$ cat src/sv/cpm_pkg.sv
// Shared types, constants and helpers of the cascaded PID and motor mixer block.
package cpm_pkg;

  // Datapath widths.
  localparam int ACC_W = 48;  // accumulator and dividend width
  localparam int MB_W  = 28;  // serial multiplier operand width, one bit per cycle
  localparam int DV_W  = 16;  // constant divisor width
  localparam int VAL_W = 32;  // converted input and mixer values
  localparam int LV_W  = 24;  // loop state values

  localparam int FRAC_BITS_DEF = 8;
  localparam int DUTY_BITS_DEF = 12;

  typedef logic signed [ACC_W-1:0] acc_t;
  typedef logic signed [VAL_W-1:0] val_t;
  typedef logic signed [LV_W-1:0]  lv_t;

  // Start request for the serial multiply-accumulate unit.
  typedef struct packed {
    logic start;
    logic clear;
  } mac_ctl_t;

  localparam acc_t VMAX     = acc_t'(8388607);
  localparam int   THR_MAX  = 900000;
  localparam int   THR_RUN  = 10000;

  // Configuration register indexes.
  typedef enum logic [3:0] {
    REG_ANGLE_KP = 4'd0,
    REG_ANGLE_KD = 4'd1,
    REG_RATE_KP  = 4'd2,
    REG_RATE_KI  = 4'd3,
    REG_RATE_KD  = 4'd4,
    REG_YAW_KP   = 4'd5,
    REG_YAW_KI   = 4'd6,
    REG_YAW_KD   = 4'd7
  } reg_idx_e;

  // Saturate a value into a signed window.
  function automatic acc_t clamp_acc(acc_t v, acc_t lo, acc_t hi);
    acc_t r;
    r = v;
    if (v < lo) r = lo;
    else if (v > hi) r = hi;
    return r;
  endfunction

endpackage

$ cat src/sv/cpm_mac.sv
// Bit-serial multiply-accumulate unit: one multiplier bit per cycle.
module cpm_mac (
  input  logic                         clk_i,
  input  logic                         rst_ni,
  input  cpm_pkg::mac_ctl_t            ctl_i,
  input  cpm_pkg::acc_t                a_i,
  input  logic [cpm_pkg::MB_W-1:0]     b_i,
  output logic                         done_o,
  output cpm_pkg::acc_t                acc_o
);
  import cpm_pkg::*;

  localparam int CNT_W = $clog2(MB_W);

  logic             busy_q, done_q;
  logic [CNT_W-1:0] cnt_q;
  acc_t             a_q, acc_q;
  logic [MB_W-1:0]  b_q;

  // Sequencing of the shift-add pass.
  always_ff @(posedge clk_i or negedge rst_ni) begin
    if (!rst_ni) begin
      busy_q <= 1'b0;
      done_q <= 1'b0;
      cnt_q  <= '0;
    end else begin
      done_q <= 1'b0;
      if (ctl_i.start) begin
        busy_q <= 1'b1;
        cnt_q  <= '0;
      end else if (busy_q) begin
        cnt_q <= cnt_q + CNT_W'(1);
        if (cnt_q == CNT_W'(MB_W - 1)) begin
          busy_q <= 1'b0;
          done_q <= 1'b1;
        end
      end
    end
  end

  // Operand shifting and accumulation.
  always_ff @(posedge clk_i) begin
    if (ctl_i.start) begin
      a_q <= a_i;
      b_q <= b_i;
      if (ctl_i.clear) acc_q <= '0;
    end else if (busy_q) begin
      if (b_q[0]) acc_q <= acc_q + a_q;
      a_q <= a_q <<< 1;
      b_q <= b_q >> 1;
    end
  end

  assign done_o = done_q;
  assign acc_o  = acc_q;

endmodule

$ cat src/sv/cpm_div.sv
// Bit-serial restoring divider by a small constant, rounding to nearest, ties away from zero.
module cpm_div (
  input  logic                       clk_i,
  input  logic                       rst_ni,
  input  logic                       start_i,
  input  cpm_pkg::acc_t              n_i,
  input  logic [cpm_pkg::DV_W-1:0]   d_i,
  output logic                       done_o,
  output cpm_pkg::acc_t              q_o
);
  import cpm_pkg::*;

  localparam int CNT_W = $clog2(ACC_W);

  logic             busy_q, done_q, neg_q;
  logic [CNT_W-1:0] cnt_q;
  logic [ACC_W-1:0] num_q, mag;
  logic [DV_W-1:0]  rem_q, d_q, rem_d;
  logic [DV_W:0]    trial;
  logic             ge;

  // Magnitude of the dividend and one quotient bit per cycle.
  always_comb begin
    mag   = n_i[ACC_W-1] ? ACC_W'(-n_i) : ACC_W'(n_i);
    trial = {rem_q, num_q[ACC_W-1]};
    ge    = trial >= {1'b0, d_q};
    rem_d = ge ? DV_W'(trial - {1'b0, d_q}) : DV_W'(trial);
  end

  always_ff @(posedge clk_i or negedge rst_ni) begin
    if (!rst_ni) begin
      busy_q <= 1'b0;
      done_q <= 1'b0;
      cnt_q  <= '0;
    end else begin
      done_q <= 1'b0;
      if (start_i) begin
        busy_q <= 1'b1;
        cnt_q  <= '0;
      end else if (busy_q) begin
        cnt_q <= cnt_q + CNT_W'(1);
        if (cnt_q == CNT_W'(ACC_W - 1)) begin
          busy_q <= 1'b0;
          done_q <= 1'b1;
        end
      end
    end
  end

  // The quotient shifts in where the dividend shifts out.
  always_ff @(posedge clk_i) begin
    if (start_i) begin
      num_q <= mag + ACC_W'(d_i >> 1);
      rem_q <= '0;
      d_q   <= d_i;
      neg_q <= n_i[ACC_W-1];
    end else if (busy_q) begin
      num_q <= {num_q[ACC_W-2:0], ge};
      rem_q <= rem_d;
    end
  end

  assign done_o = done_q;
  assign q_o    = neg_q ? -acc_t'(num_q) : acc_t'(num_q);

endmodule

$ cat src/sv/quadrotor_cascaded_pid_mixer_top.sv
// Top level: sequencer over a serial multiplier and divider running the PID loops and mixer.
//
//  channel  | direction | beat contents
//  s_axis   | in        | tdata: stick_pitch, stick_roll, stick_throttle, stick_yaw,
//           |           |        angle_pitch_raw, angle_roll_raw, rate_pitch_raw,
//           |           |        rate_roll_raw, rate_yaw_raw; tuser: armed
//  m_axis   | out       | tdata: motor_front_a, motor_front_b, motor_rear_a, motor_rear_b
//  cfg      | in        | write enable, register index, 16-bit gain
//
// One beat takes 33 micro-steps: 23 of them multiply then divide, and 10 only
// multiply-accumulate; the mixer result is then loaded into the output register
// and the block returns to idle before the next beat is accepted.
// Reset clears the gains to their defaults, the loop state and the throttle.
// A new beat is taken once the previous one is done; a stalled result waits
// in the output register and holds only the final step of the next beat.
module quadrotor_cascaded_pid_mixer_top #(
  parameter int FRAC_BITS = cpm_pkg::FRAC_BITS_DEF,
  parameter int DUTY_BITS = cpm_pkg::DUTY_BITS_DEF
) (
  input  logic                                 clk_i,
  input  logic                                 rst_ni,
  input  logic                                 s_axis_tvalid,
  output logic                                 s_axis_tready,
  // stick_pitch, stick_roll, stick_throttle, stick_yaw, angle_pitch_raw,
  // angle_roll_raw, rate_pitch_raw, rate_roll_raw, rate_yaw_raw, zero pad
  input  logic [127:0]                         s_axis_tdata,
  // armed
  input  logic                                 s_axis_tuser,
  output logic                                 m_axis_tvalid,
  input  logic                                 m_axis_tready,
  // motor_front_a, motor_front_b, motor_rear_a, motor_rear_b, zero pad
  output logic [((4*DUTY_BITS+7)/8)*8-1:0]     m_axis_tdata,
  input  logic                                 cfg_we_i,
  input  logic [3:0]                           cfg_idx_i,
  input  logic [15:0]                          cfg_data_i
);
  import cpm_pkg::*;

  localparam int OUT_W = ((4*DUTY_BITS+7)/8)*8;
  localparam logic [MB_W-1:0] B_ONE  = MB_W'(1 << FRAC_BITS);
  localparam logic [MB_W-1:0] B_180  = MB_W'(180 << FRAC_BITS);
  localparam logic [MB_W-1:0] B_2000 = MB_W'(2000 << FRAC_BITS);
  localparam acc_t I_LIM   = acc_t'(100 << FRAC_BITS);
  localparam acc_t OUT_TOP = acc_t'(300 << FRAC_BITS);
  localparam val_t DUTY_MAX = val_t'((1 << DUTY_BITS) - 1);

  typedef enum logic [5:0] {
    ST_IDLE  = 6'b000001,
    ST_ISSUE = 6'b000010,
    ST_MAC   = 6'b000100,
    ST_DIV   = 6'b001000,
    ST_WB    = 6'b010000,
    ST_DONE  = 6'b100000
  } state_e;

  typedef enum logic [2:0] {
    SUB_TGT = 3'd0,
    SUB_INT = 3'd1,
    SUB_P   = 3'd2,
    SUB_I   = 3'd3,
    SUB_D   = 3'd4
  } sub_e;

  state_e      state_q;
  logic        phase_q;
  logic [2:0]  pstep_q, k_q;
  sub_e        sub_q;

  logic [15:0] angle_kp_q, angle_kd_q, rate_kp_q, rate_ki_q, rate_kd_q;
  logic [15:0] yaw_kp_q, yaw_ki_q, yaw_kd_q;

  lv_t         integ_q [5];
  lv_t         prev_q  [5];
  logic [19:0] thl_q;
  logic        m_valid_q;

  logic signed [10:0] sp_q, sr_q, sy_q;
  logic signed [15:0] rap_q, rar_q, rrp_q, rrr_q, rry_q;
  logic               armed_q;
  val_t               cv_q [8];
  lv_t                lo_q [5];
  lv_t                e_q, i_q;
  logic signed [LV_W:0] dd_q;
  logic [OUT_W-1:0]   out_q;

  logic               accept;
  logic               out_load;
  mac_ctl_t           mac_ctl;
  acc_t               op_a, mac_acc, div_q, res, diff, ival, oval;
  logic [MB_W-1:0]    op_b;
  logic               op_div, mac_done, div_done, div_start, last_step;
  logic [DV_W-1:0]    op_d;
  logic [15:0]        kp_sel, ki_sel, kd_sel;
  logic signed [21:0] tsum;
  logic [19:0]        thl_new;
  val_t               m [4];
  logic [DUTY_BITS-1:0] duty [4];
  logic               run;

  assign accept        = s_axis_tvalid && s_axis_tready;
  assign s_axis_tready = (state_q == ST_IDLE);
  assign m_axis_tvalid = m_valid_q;
  assign m_axis_tdata  = out_q;
  assign out_load      = (state_q == ST_DONE) && (!m_valid_q || m_axis_tready);

  // Gains of the loop that the current step works on.
  always_comb begin
    if (k_q < 3'd2) begin
      kp_sel = angle_kp_q;
      ki_sel = '0;
      kd_sel = angle_kd_q;
    end else if (k_q < 3'd4) begin
      kp_sel = rate_kp_q;
      ki_sel = rate_ki_q;
      kd_sel = rate_kd_q;
    end else begin
      kp_sel = yaw_kp_q;
      ki_sel = yaw_ki_q;
      kd_sel = yaw_kd_q;
    end
  end

  // Operands of the current micro-step.
  always_comb begin
    op_a   = '0;
    op_b   = '0;
    op_div = 1'b1;
    op_d   = DV_W'(1);
    mac_ctl.start = (state_q == ST_ISSUE);
    mac_ctl.clear = 1'b1;
    if (!phase_q) begin
      unique case (pstep_q)
        3'd0: begin op_a = acc_t'(rap_q);  op_b = B_180;  op_d = DV_W'(32768); end
        3'd1: begin op_a = acc_t'(rar_q);  op_b = B_180;  op_d = DV_W'(32768); end
        3'd2: begin op_a = acc_t'(rrp_q);  op_b = B_2000; op_d = DV_W'(32768); end
        3'd3: begin op_a = -acc_t'(rrr_q); op_b = B_2000; op_d = DV_W'(32768); end
        3'd4: begin op_a = acc_t'(rry_q);  op_b = B_2000; op_d = DV_W'(32768); end
        3'd5: begin op_a = acc_t'(sp_q);   op_b = B_ONE;  op_d = DV_W'(20);    end
        3'd6: begin op_a = acc_t'(sr_q);   op_b = B_ONE;  op_d = DV_W'(20);    end
        default: begin op_a = acc_t'({1'b0, thl_q}); op_b = B_ONE; op_d = DV_W'(1000); end
      endcase
    end else begin
      unique case (sub_q)
        SUB_TGT: begin
          unique case (k_q)
            3'd0: begin op_a = -acc_t'(sp_q); op_b = B_ONE; op_d = DV_W'(50); end
            3'd1: begin op_a = acc_t'(sr_q);  op_b = B_ONE; op_d = DV_W'(50); end
            3'd2: begin op_a = acc_t'(lo_q[0]); op_b = MB_W'(1); end
            3'd3: begin op_a = acc_t'(lo_q[1]); op_b = MB_W'(1); end
            default: begin op_a = acc_t'(sy_q); op_b = B_ONE; op_d = DV_W'(20); end
          endcase
        end
        SUB_INT: begin
          op_a = acc_t'(integ_q[k_q]) + acc_t'(e_q);
          op_b = MB_W'(19);
          op_d = DV_W'(20);
        end
        SUB_P: begin
          op_a   = acc_t'(e_q);
          op_b   = MB_W'(kp_sel);
          op_div = 1'b0;
        end
        SUB_I: begin
          op_a   = acc_t'(i_q);
          op_b   = MB_W'(ki_sel);
          op_div = 1'b0;
          mac_ctl.clear = 1'b0;
        end
        default: begin
          op_a = -acc_t'(dd_q);
          op_b = MB_W'(kd_sel);
          op_d = DV_W'(4096);
          mac_ctl.clear = 1'b0;
        end
      endcase
    end
  end

  assign div_start     = (state_q == ST_MAC) && mac_done && op_div;
  assign last_step     = phase_q && (sub_q == SUB_D) && (k_q == 3'd4);

  cpm_mac u_mac (
    .clk_i  (clk_i),
    .rst_ni (rst_ni),
    .ctl_i  (mac_ctl),
    .a_i    (op_a),
    .b_i    (op_b),
    .done_o (mac_done),
    .acc_o  (mac_acc)
  );

  cpm_div u_div (
    .clk_i   (clk_i),
    .rst_ni  (rst_ni),
    .start_i (div_start),
    .n_i     (mac_acc),
    .d_i     (op_d),
    .done_o  (div_done),
    .q_o     (div_q)
  );

  // Write-back values of the loop steps.
  always_comb begin
    res  = op_div ? div_q : mac_acc;
    diff = clamp_acc(res - acc_t'(cv_q[k_q]), -VMAX, VMAX);
    ival = clamp_acc(res, -I_LIM, I_LIM);
    if ((e_q > 0 && ival > 0) || (e_q < 0 && ival < 0)) ival = '0;
    oval = clamp_acc(res, -VMAX, OUT_TOP);
  end

  // Throttle integration, taken when a beat is accepted.
  always_comb begin
    tsum = $signed({2'b00, thl_q}) + 22'(signed'(s_axis_tdata[32:22]));
    if (tsum < 0) thl_new = '0;
    else if (tsum > 22'(THR_MAX)) thl_new = 20'(THR_MAX);
    else thl_new = tsum[19:0];
  end

  // X mixer and duty conversion.
  always_comb begin
    m[0] = cv_q[7] + val_t'(lo_q[3]) + cv_q[6] + val_t'(lo_q[2]) - cv_q[5] + val_t'(lo_q[4]);
    m[1] = cv_q[7] + val_t'(lo_q[3]) + cv_q[6] - val_t'(lo_q[2]) + cv_q[5] - val_t'(lo_q[4]);
    m[2] = cv_q[7] - val_t'(lo_q[3]) - cv_q[6] + val_t'(lo_q[2]) - cv_q[5] - val_t'(lo_q[4]);
    m[3] = cv_q[7] - val_t'(lo_q[3]) - cv_q[6] - val_t'(lo_q[2]) + cv_q[5] + val_t'(lo_q[4]);
    run  = armed_q && (thl_q > 20'(THR_RUN));
    for (int j = 0; j < 4; j++) begin
      if (!run || m[j] <= 0) duty[j] = '0;
      else if ((m[j] >>> FRAC_BITS) > DUTY_MAX) duty[j] = DUTY_MAX[DUTY_BITS-1:0];
      else duty[j] = DUTY_BITS'(m[j] >>> FRAC_BITS);
    end
  end

  // Control, gains and loop state.
  always_ff @(posedge clk_i or negedge rst_ni) begin
    if (!rst_ni) begin
      state_q    <= ST_IDLE;
      phase_q    <= 1'b0;
      pstep_q    <= '0;
      k_q        <= '0;
      sub_q      <= SUB_TGT;
      m_valid_q  <= 1'b0;
      thl_q      <= '0;
      angle_kp_q <= 16'd5325;
      angle_kd_q <= 16'd819;
      rate_kp_q  <= 16'd4915;
      rate_ki_q  <= 16'd82;
      rate_kd_q  <= 16'd2458;
      yaw_kp_q   <= 16'd15565;
      yaw_ki_q   <= 16'd2253;
      yaw_kd_q   <= 16'd410;
      for (int j = 0; j < 5; j++) begin
        integ_q[j] <= '0;
        prev_q[j]  <= '0;
      end
    end else begin
      if (out_load) m_valid_q <= 1'b1;
      else if (m_axis_tready) m_valid_q <= 1'b0;

      if (cfg_we_i) begin
        unique case (cfg_idx_i)
          REG_ANGLE_KP: angle_kp_q <= cfg_data_i;
          REG_ANGLE_KD: angle_kd_q <= cfg_data_i;
          REG_RATE_KP:  rate_kp_q  <= cfg_data_i;
          REG_RATE_KI:  rate_ki_q  <= cfg_data_i;
          REG_RATE_KD:  rate_kd_q  <= cfg_data_i;
          REG_YAW_KP:   yaw_kp_q   <= cfg_data_i;
          REG_YAW_KI:   yaw_ki_q   <= cfg_data_i;
          REG_YAW_KD:   yaw_kd_q   <= cfg_data_i;
          default: ;
        endcase
      end

      unique case (state_q)
        ST_IDLE: begin
          if (accept) begin
            thl_q   <= thl_new;
            phase_q <= 1'b0;
            pstep_q <= '0;
            k_q     <= '0;
            sub_q   <= SUB_TGT;
            state_q <= ST_ISSUE;
          end
        end
        ST_ISSUE: state_q <= ST_MAC;
        ST_MAC: begin
          if (mac_done) state_q <= op_div ? ST_DIV : ST_WB;
        end
        ST_DIV: begin
          if (div_done) state_q <= ST_WB;
        end
        ST_WB: begin
          if (phase_q && sub_q == SUB_INT) begin
            integ_q[k_q] <= lv_t'(ival);
            prev_q[k_q]  <= e_q;
          end
          if (last_step) begin
            state_q <= ST_DONE;
          end else begin
            state_q <= ST_ISSUE;
            if (!phase_q) begin
              if (pstep_q == 3'd7) phase_q <= 1'b1;
              else pstep_q <= pstep_q + 3'd1;
            end else if (sub_q == SUB_D) begin
              sub_q <= SUB_TGT;
              k_q   <= k_q + 3'd1;
            end else begin
              sub_q <= sub_e'(sub_q + 3'd1);
            end
          end
        end
        ST_DONE: begin
          if (out_load) begin
            if (!armed_q) thl_q <= '0;
            state_q <= ST_IDLE;
          end
        end
        default: state_q <= ST_IDLE;
      endcase
    end
  end

  // Captured beat fields and intermediate values.
  always_ff @(posedge clk_i) begin
    if (accept) begin
      sp_q    <= s_axis_tdata[10:0];
      sr_q    <= s_axis_tdata[21:11];
      sy_q    <= s_axis_tdata[43:33];
      rap_q   <= s_axis_tdata[59:44];
      rar_q   <= s_axis_tdata[75:60];
      rrp_q   <= s_axis_tdata[91:76];
      rrr_q   <= s_axis_tdata[107:92];
      rry_q   <= s_axis_tdata[123:108];
      armed_q <= s_axis_tuser;
    end
    if (state_q == ST_WB) begin
      if (!phase_q) begin
        cv_q[pstep_q] <= val_t'(res);
      end else begin
        unique case (sub_q)
          SUB_TGT: e_q <= lv_t'(diff);
          SUB_INT: begin
            i_q  <= lv_t'(ival);
            dd_q <= (LV_W+1)'(e_q) - (LV_W+1)'(prev_q[k_q]);
          end
          SUB_D:   lo_q[k_q] <= lv_t'(oval);
          default: ;
        endcase
      end
    end
    if (out_load) begin
      out_q <= OUT_W'({duty[3], duty[2], duty[1], duty[0]});
    end
  end

`ifndef NO_ASSERTIONS
  a_thl_range: assert property (@(posedge clk_i) disable iff (!rst_ni)
    thl_q <= 20'(THR_MAX))
    else $error("throttle level above its limit");

  a_loop_index: assert property (@(posedge clk_i) disable iff (!rst_ni)
    !(phase_q && k_q > 3'd4))
    else $error("loop index out of range");

  a_wb_single: assert property (@(posedge clk_i) disable iff (!rst_ni)
    state_q == ST_WB |=> state_q != ST_WB)
    else $error("write-back lasted more than one cycle");

  a_mac_done_state: assert property (@(posedge clk_i) disable iff (!rst_ni)
    mac_done |-> state_q == ST_MAC)
    else $error("multiplier finished outside its wait state");
`endif

endmodule
$ cat config.mk
export PLATFORM = sky130hd
export DESIGN_NAME = quadrotor_cascaded_pid_mixer_top
export DESIGN_NICKNAME = d
export VERILOG_FILES = /design/src/sv/cpm_pkg.sv /design/src/sv/cpm_mac.sv /design/src/sv/cpm_div.sv /design/src/sv/quadrotor_cascaded_pid_mixer_top.sv
export SDC_FILE = /design/constraint.sdc
export NUM_CORES = 2
export LEC_CHECK = 0
export ABC_AREA = 1
export ABC_CLOCK_PERIOD_IN_PS = 18600
export BUFFER_PORTS_ARGS = -buffer_cell sky130_fd_sc_hd__buf_2
export CELL_PAD_IN_SITES_DETAIL_PLACEMENT = 0
export CELL_PAD_IN_SITES_GLOBAL_PLACEMENT = 1
export CORE_UTILIZATION = 50
export CTS_CLUSTER_DIAMETER = 40
export DETAILED_ROUTE_END_ITERATION = 10
export PLACE_DENSITY = 0.85
export RECOVER_POWER = 25
export SLEW_MARGIN = 20
export SYNTH_ARGS = -nofsm -noshare
export SYNTH_HDL_FRONTEND = slang
export SYNTH_HIERARCHICAL = 1
export SYNTH_SLANG_ARGS = --single-unit
export TNS_END_PERCENT = 30
$ cat constraint.sdc
create_clock -name clk_i -period 18.6 [get_ports clk_i]
set_clock_uncertainty 0.2 [all_clocks]
set_input_delay 0.93 -clock clk_i [delete_from_list [all_inputs] [get_ports clk_i]]
set_output_delay 0.93 -clock clk_i [all_outputs]
set_load 0.01 [all_outputs]
== Word level (Yosys, flattened, before mapping) ==
Memory sizes are Yosys's and may differ from the RTL's.
Cells that the tools add are included.
Storage, ports and cells
  bits in registers: 860
  RAM bits: 376
  input port bits: 154
  output and inout port bits: 50
  word-level logic and storage cells: 326
  memories: 2
Cells by class
  add/sub/neg operators: 33
  order comparisons: 26
  eq/ne operators: 41
  mux-type cells: 112
  bitwise logic cells: 1
  reduce and logical (&&, ||, !) cells: 56
Memories
  cv_q: depth 8, bits a word 32, read ports 4, clocked after memory_dff 0, write ports 1, line quadrotor_cascaded_pid_mixer_top.sv:80  | val_t cv_q [8];
  lo_q: depth 5, bits a word 24, read ports 5, clocked after memory_dff 0, write ports 1, line quadrotor_cascaded_pid_mixer_top.sv:81  | lv_t lo_q [5];
Operator list (count)
  48-bit two-way mux: 14
  48-bit case mux with 4 select lines: 2
  48-bit case mux with 7 select lines: 1
  120-bit bitwise mux: 2
  24-bit two-way mux: 9
  32-bit by 24-bit adder with 32-bit output: 5
  32-bit by 24-bit subtractor with 32-bit output: 5
  24-bit binary-select mux with 3-bit select: 2
  32-bit by 1-bit less-or-equal comparator with 1-bit output (second input constant): 4
  16-bit two-way mux: 8
  28-bit case mux with 4 select lines: 1
  20-bit two-way mux: 5
  32-bit adder: 3
  24-bit by 13-bit > comparator with 1-bit output (second input constant): 4
  48-bit by 24-bit less-than comparator with 1-bit output (second input constant): 2
  48-bit negation: 2
  32-bit subtractor: 3
  28-bit two-way mux: 3
  24-bit demux with 3-bit select: 1
  48-bit by 15-bit adder with 48-bit output: 1
  48-bit adder: 1
  48-bit by 1-bit > comparator with 1-bit output (second input constant): 1
  48-bit by 16-bit > comparator with 1-bit output (second input constant): 1
  48-bit by 18-bit > comparator with 1-bit output (second input constant): 1
  67 further kinds: 188

== Depth between registers and ports, before layout ==
  depth after elaboration: 13
  depth in mapped cells: 42
  depth with buffers taken out: 41

== Modules after synthesis ==
Netlist, hierarchy kept.
By module, submodules not included
  quadrotor_cascaded_pid_mixer_top: times used 1, cells each 9162, area an instance 72963.7 µm², sequential area each 28544.9 µm²
  cpm_mac: times used 1, cells each 1345, area an instance 9339.0 µm², sequential area each 3898.7 µm²
  cpm_div: times used 1, cells each 1348, area an instance 8821.0 µm², sequential area each 2472.4 µm²

== Worst setup path before layout ==
Ideal clock, no wire load.
  path kind: register -> register
  from: register state_q[0]
  to: register thl_q[11]
  setup time: 0.066 ns
  data arrival time: 7.506 ns
  required time: 18.334 ns
  slack: 10.828 ns
  stages on the path, launching flop included: 12
  path buffers: 1
  period minus slack after synthesis: 7.772 ns
  path through: dfstp_2 > inv_1 > nor4_1 > o21ai_0 > nor2_1 > inv_1 > nor2_1 > nand2_1 > clkinv_1 > clkbuf_1 > nand2_1 > nand2_1
On the way
  longest elaborated chain between the ends: 4
  elaborated cells between the ends (all ways): 10
  those cells by class: 5 x eq/ne; 1 x mux; 4 x reduce/logical
RTL lines
  start, declared: line quadrotor_cascaded_pid_mixer_top.sv:64  | state_e state_q;
  start signal, assigned: line quadrotor_cascaded_pid_mixer_top.sv:286  | if (mac_done) state_q <= op_div ? ST_DIV : ST_WB;
  6-bit by 1-bit == test with 1-bit output: line quadrotor_cascaded_pid_mixer_top.sv:101  | assign s_axis_tready = (state_q == ST_IDLE);
  net s_axis_tready: line quadrotor_cascaded_pid_mixer_top.sv:23  | output logic s_axis_tready,
  1-bit logical AND: line quadrotor_cascaded_pid_mixer_top.sv:100  | assign accept = s_axis_tvalid && s_axis_tready;
  net accept: line quadrotor_cascaded_pid_mixer_top.sv:86  | logic accept;
  2-bit by 1-bit != test with 1-bit output (no line)
  4-bit AND reduction (no line)
  end signal, assigned: line quadrotor_cascaded_pid_mixer_top.sv:276  | thl_q <= thl_new;
  end, declared: line quadrotor_cascaded_pid_mixer_top.sv:74  | logic [19:0] thl_q;
The timed path passes the listed nets, and every way through them passes these cells.
A chain may end at the register's enable or synchronous reset.

== Final worst setup path ==
  from: register sub_q[2]
  to: register e_q[4] (data pin)
On the way
  longest elaborated chain between the ends: 8
  elaborated cells between the ends (all ways): 10
  those cells by class: 1 x add/sub; 2 x order compare; 2 x eq/ne; 4 x mux; 1 x reduce/logical
RTL lines
  start, declared: line quadrotor_cascaded_pid_mixer_top.sv:67  | sub_e sub_q;
  start signal, assigned: line quadrotor_cascaded_pid_mixer_top.sv:307  | sub_q <= sub_e'(sub_q + 3'd1);
  3-bit by 2-bit == test with 1-bit output: line quadrotor_cascaded_pid_mixer_top.sv:143  | unique case (sub_q)
  2-bit OR reduction (no line) *
  1-bit two-way mux *: line quadrotor_cascaded_pid_mixer_top.sv:143
  1-bit two-way mux *: line quadrotor_cascaded_pid_mixer_top.sv:131  | if (!phase_q) begin
  48-bit two-way mux *: line quadrotor_cascaded_pid_mixer_top.sv:204  | res = op_div ? div_q : mac_acc;
  net res[9]: line quadrotor_cascaded_pid_mixer_top.sv:89  | acc_t op_a, mac_acc, div_q, res, diff, ival, oval;
  48-bit by 32-bit subtractor with 48-bit output *: line quadrotor_cascaded_pid_mixer_top.sv:205  | diff = clamp_acc(res - acc_t'(cv_q[k_q]), -VMAX, VMAX);
  48-bit by 24-bit > comparator with 1-bit output: line cpm_pkg.sv:45  | else if (v > hi) r = hi;
  24-bit two-way mux: line cpm_pkg.sv:45
  end signal, assigned: line quadrotor_cascaded_pid_mixer_top.sv:340  | SUB_TGT: e_q <= lv_t'(diff);
  end, declared: line quadrotor_cascaded_pid_mixer_top.sv:82  | lv_t e_q, i_q;
The timed path passes the listed nets; every way through them passes the cells marked *.

==> out/results.md <==
| Quantity | This run |
|---|---|
| Req. time, crit path | 19.01 ns |
| Async SR Flop Fraction | 34.0% |
| Final Routed Wirelength | 353000 um |
| Combinational family with the most area after synthesis | simple AND/OR/NAND/NOR gates |
| Type of element launching the critical path | register |
| Tightest Pin Transition | 4.19 ns |
| Vias in the first global route | 80500 |
| Die outline height | 429 um |
| H-tree levels | 4 |
| Crit. End Element | register |
| Top library cells by usage in the layout, fill and taps aside | 3463 x nand2_1, 1842 x inv_1, 1012 x nor2_1, 800 x edfxtp_1, 674 x o21ai_0 |
| Starting utilization of the core area | 50.4% |
| TritonCTS Buffers | 208 |
| Hold Vio Cnt, Final | 0 |
| Cell area reported after detailed placement | 95100 sq um |
| Final GP Congestion | 1.03 |
| Die X | 429 um |
| DRT iter0 DRCs | 9248 |
| Clock tree from TritonCTS | built |
| Most common cell after layout, fill and taps aside | nand2_1 |
| Path type of the worst min-delay path | in -> reg |
| Number of synthesized flops with an enable pin | 800 |
| Area fraction in compound gates after synthesis | 11.3% |
| Final cell count without fillers | 14700 |
| Area of all placed cells without fillers | 103000 sq um |
| Classification of the worst setup path | reg -> reg |
| Relative max-transition margin | -179% |
| Number of routed nets with antenna violations | 0 |
| Placed wire-length estimate | 275000 um |
| Max-slew violation count | 756 |
| Count of distinct cell types in the synthesized netlist | 69 |
| Via density per instance | 5.72 |
| Num Clock Sinks | 1236 |
| Max-capacitance violation count | 19 |
| Core region area | 181000 sq um |
| Buffers on Ports | 199 |
| Total of flip-flops plus latches after synthesis | 1236 |
| Clock slew seen by the registers of the worst setup and hold paths | 0.06 ns |
| Synth Warn # | 6 |
| Pin count of the biggest net entering global routing | 89 |
| GR Util All Layers | 37.8% |
| Ratio of total power to cell area | 111 nW/um^2 |
| Final Setup Violations | 0 |
| Dominant register cell in the synthesized netlist | edfxtp_1 |
| Outcome | complete, but fails checks |
| Drt wl/cell | 24.0 um |
| Share of the synthesized netlist area taken by xor and xnor gates | 2.81% |
| DRC violations left | 0 |
| Sum of negative setup slack | 0 ns |
| Setup repair after global routing missed its margin | no |
| Synthesized area per cell | 7.69 sq um |
| Mux share of post-synthesis cell area | 0% |
| Failing checks | max-capacitance violations, max-slew violations |
| CTS-repair resized insts | 0 |
| Via count | 84100 |
| Final critical-path required period | 9.52 ns |
| Clk_lat worst skew | 0.89 ns |
| Period Utilization, post-route | 51.2% |
| Syn-to-layout area delta | 12.6% |
| Full die area | 184000 sq um |
| Maximum ir drop on the vdd rail | 0.000155 V |
| Total power draw | 11.4 mW |
| Floorplan row count | 156 |
| Root buf cell | clkbuf_16 |
| Post-Synth Simple-Gate Area | 25.7% |
| Fraction of the yosys area taken by sequential cells | 38.3% |
| Num ports | 204 |
| Gr ovfl total | 0 |
| CP max stage cell | clkbuf_1 |
| Number of antenna violations at the first check in global routing | 30 |
| Leakage power total | 48.6 nW |
| Max Clock Freq | 105 MHz |
| Share of layout cells above drive strength 1 | 7.38% |
| Crit path DAT | 9.92 ns |
| 1st-pass router iterations | 6 |
| Post-route core utilization | 56.7% |
| Mapped Area | 91100 sq um |
| Number of instances in the synthesized netlist | 11900 |
| Global-route wire length before repair | 517000 um |
| Cell count after placement | 14300 |
| Highest fanout seen on the critical path | 84 |
| CP max stage delay | 2.53 ns |
| Largest buffer count on any clock path | 3 |
| Adder-cell share of the synthesized area | 12.7% |
| Cell mode on critical path | nand2_1 |
| Fin nets | 13000 |
-- cells in the mapped netlist (all sizes together) (50+ instances only) --
| master | count | area [sq um] |
|---|---|---|
| xnor2 | 114 | 998 |
| buf | 76 | 435 |
| dfstp | 50 | 1310 |
| nor3 | 122 | 653 |
| nor2 | 1109 | 4410 |
| edfxtp | 800 | 24000 |
| inv | 1862 | 6990 |
| a21oi | 602 | 3020 |
| clkbuf | 224 | 841 |
| nand4 | 276 | 1740 |
| nand3 | 513 | 2630 |
| nand2 | 3512 | 13300 |
| o211ai | 67 | 503 |
| dfrtp | 370 | 9260 |
| a221oi | 69 | 604 |
| o21ai | 711 | 3620 |
| xor2 | 178 | 1560 |
| ha | 422 | 5280 |
| fa | 314 | 6290 |
-- final timing paths --
path	slack, ns	cells after the start	start	end
worst max-delay path	9.08	27	sub_q[2]$_DFFE_PN0P_	e_q[4]$_SDFFCE_PP0P_
worst min-delay path	0.04	1	s_axis_tdata[52]	rap_q[8]$_DFFE_PP_
worst max register to register	9.08	27	sub_q[2]$_DFFE_PN0P_	e_q[4]$_SDFFCE_PP0P_
worst min register to register	0.26	2	u_div/rem_q[15]$_SDFFE_PP0P_	u_div/rem_q[15]$_SDFFE_PP0P_
max in group asynchronous	10.75	5	rst_ni	angle_kd_q[3]$_DFFE_PN0P_
min in group asynchronous	1.82	2	rst_ni	prev_q[17]$_DFFE_PN0P_
-- per-layer routing --
| layer | vias to the layer above | part of all wire [%] | track usage, % | wire length, um |
|---|---|---|---|---|
| li1 | 39200 | - | - | - |
| met1 | 40200 | 39 | 47.9 | 138000 |
| met2 | 3811 | 45 | 60.0 | 160000 |
| met3 | 855 | 8.5 | 7.06 | 30100 |
| met4 | 6 | 7.0 | 23.0 | 24600 |
| met5 | - | 0.010 | 0 | 37 |
-- worst max-delay path, delay by kind of cell, from the launching register on --
family	cells	cell delay (ns)
adders and majority gates	1	0.49
buffers and inverters	8	4.49
AOI/OAI and AO/OA	2	0.31
DFF	1	0.37
and+or+nand+nor	16	3.32
-- registers in the layout, summed over array words and instances (netlist names), 28 cells and up --
name / flops
cv_q: 256
integ_q: 120
lo_q: 120
m_axis_tdata: 48
prev_q: 120
u_div/num_q: 48
u_mac/a_q: 48
u_mac/acc_o: 48
u_mac/b_q: 28
-- area by class of cell --
cell class | instances | area [sq um]
multi-input combinational | 8461 | 48100
timing repair buffer | 358 | 2100
tap | 2370 | 2970
clock buffer | 240 | 5610
sequential | 1236 | 34900
inverter | 1874 | 7040
fill | 16800 | 78300
clock inverter | 155 | 1830
antenna | 14 | 35.0
-- kinds of logic after synthesis --
| logic type | count (synthesis) |
|---|---|
| xor gates and xnor gates | 292 |
| adders and majority gates | 736 |
| DFF | 1236 |
| other | 1 |
| and+or+nand+nor | 5634 |
| AOI/OAI and AO/OA | 1782 |
| buffers and inverters | 2174 |
-- what timing repair did --
item | CTS | global route
hold buffers | 25 | 0
setup buffers | 0 | 0
endpoints found under the hold margin | 96 | 0
setup endpoints to repair | 0 | 0
-- stage by stage --
step | setup slack (ns) | hold slack, ns
2_1_floorplan | 10.83 | 0.228
3_3_place_gp | 10.06 | 0.245
3_5_place_dp | 10.03 | 0.252
4_1_cts | 10.06 | 0.000718
5_1_grt | 8.31 | 0.0247
6_report | 9.08 | 0.0427
-- power by group --
| part | internal [mW] | switching (mW) |
|---|---|---|
| sequential | 3.46 | 0.410 |
| combinational | 1.02 | 2.46 |
| clock | 2.47 | 1.59 |
| total | 6.94 | 4.46 |
(Power assumes the default switching activity.)
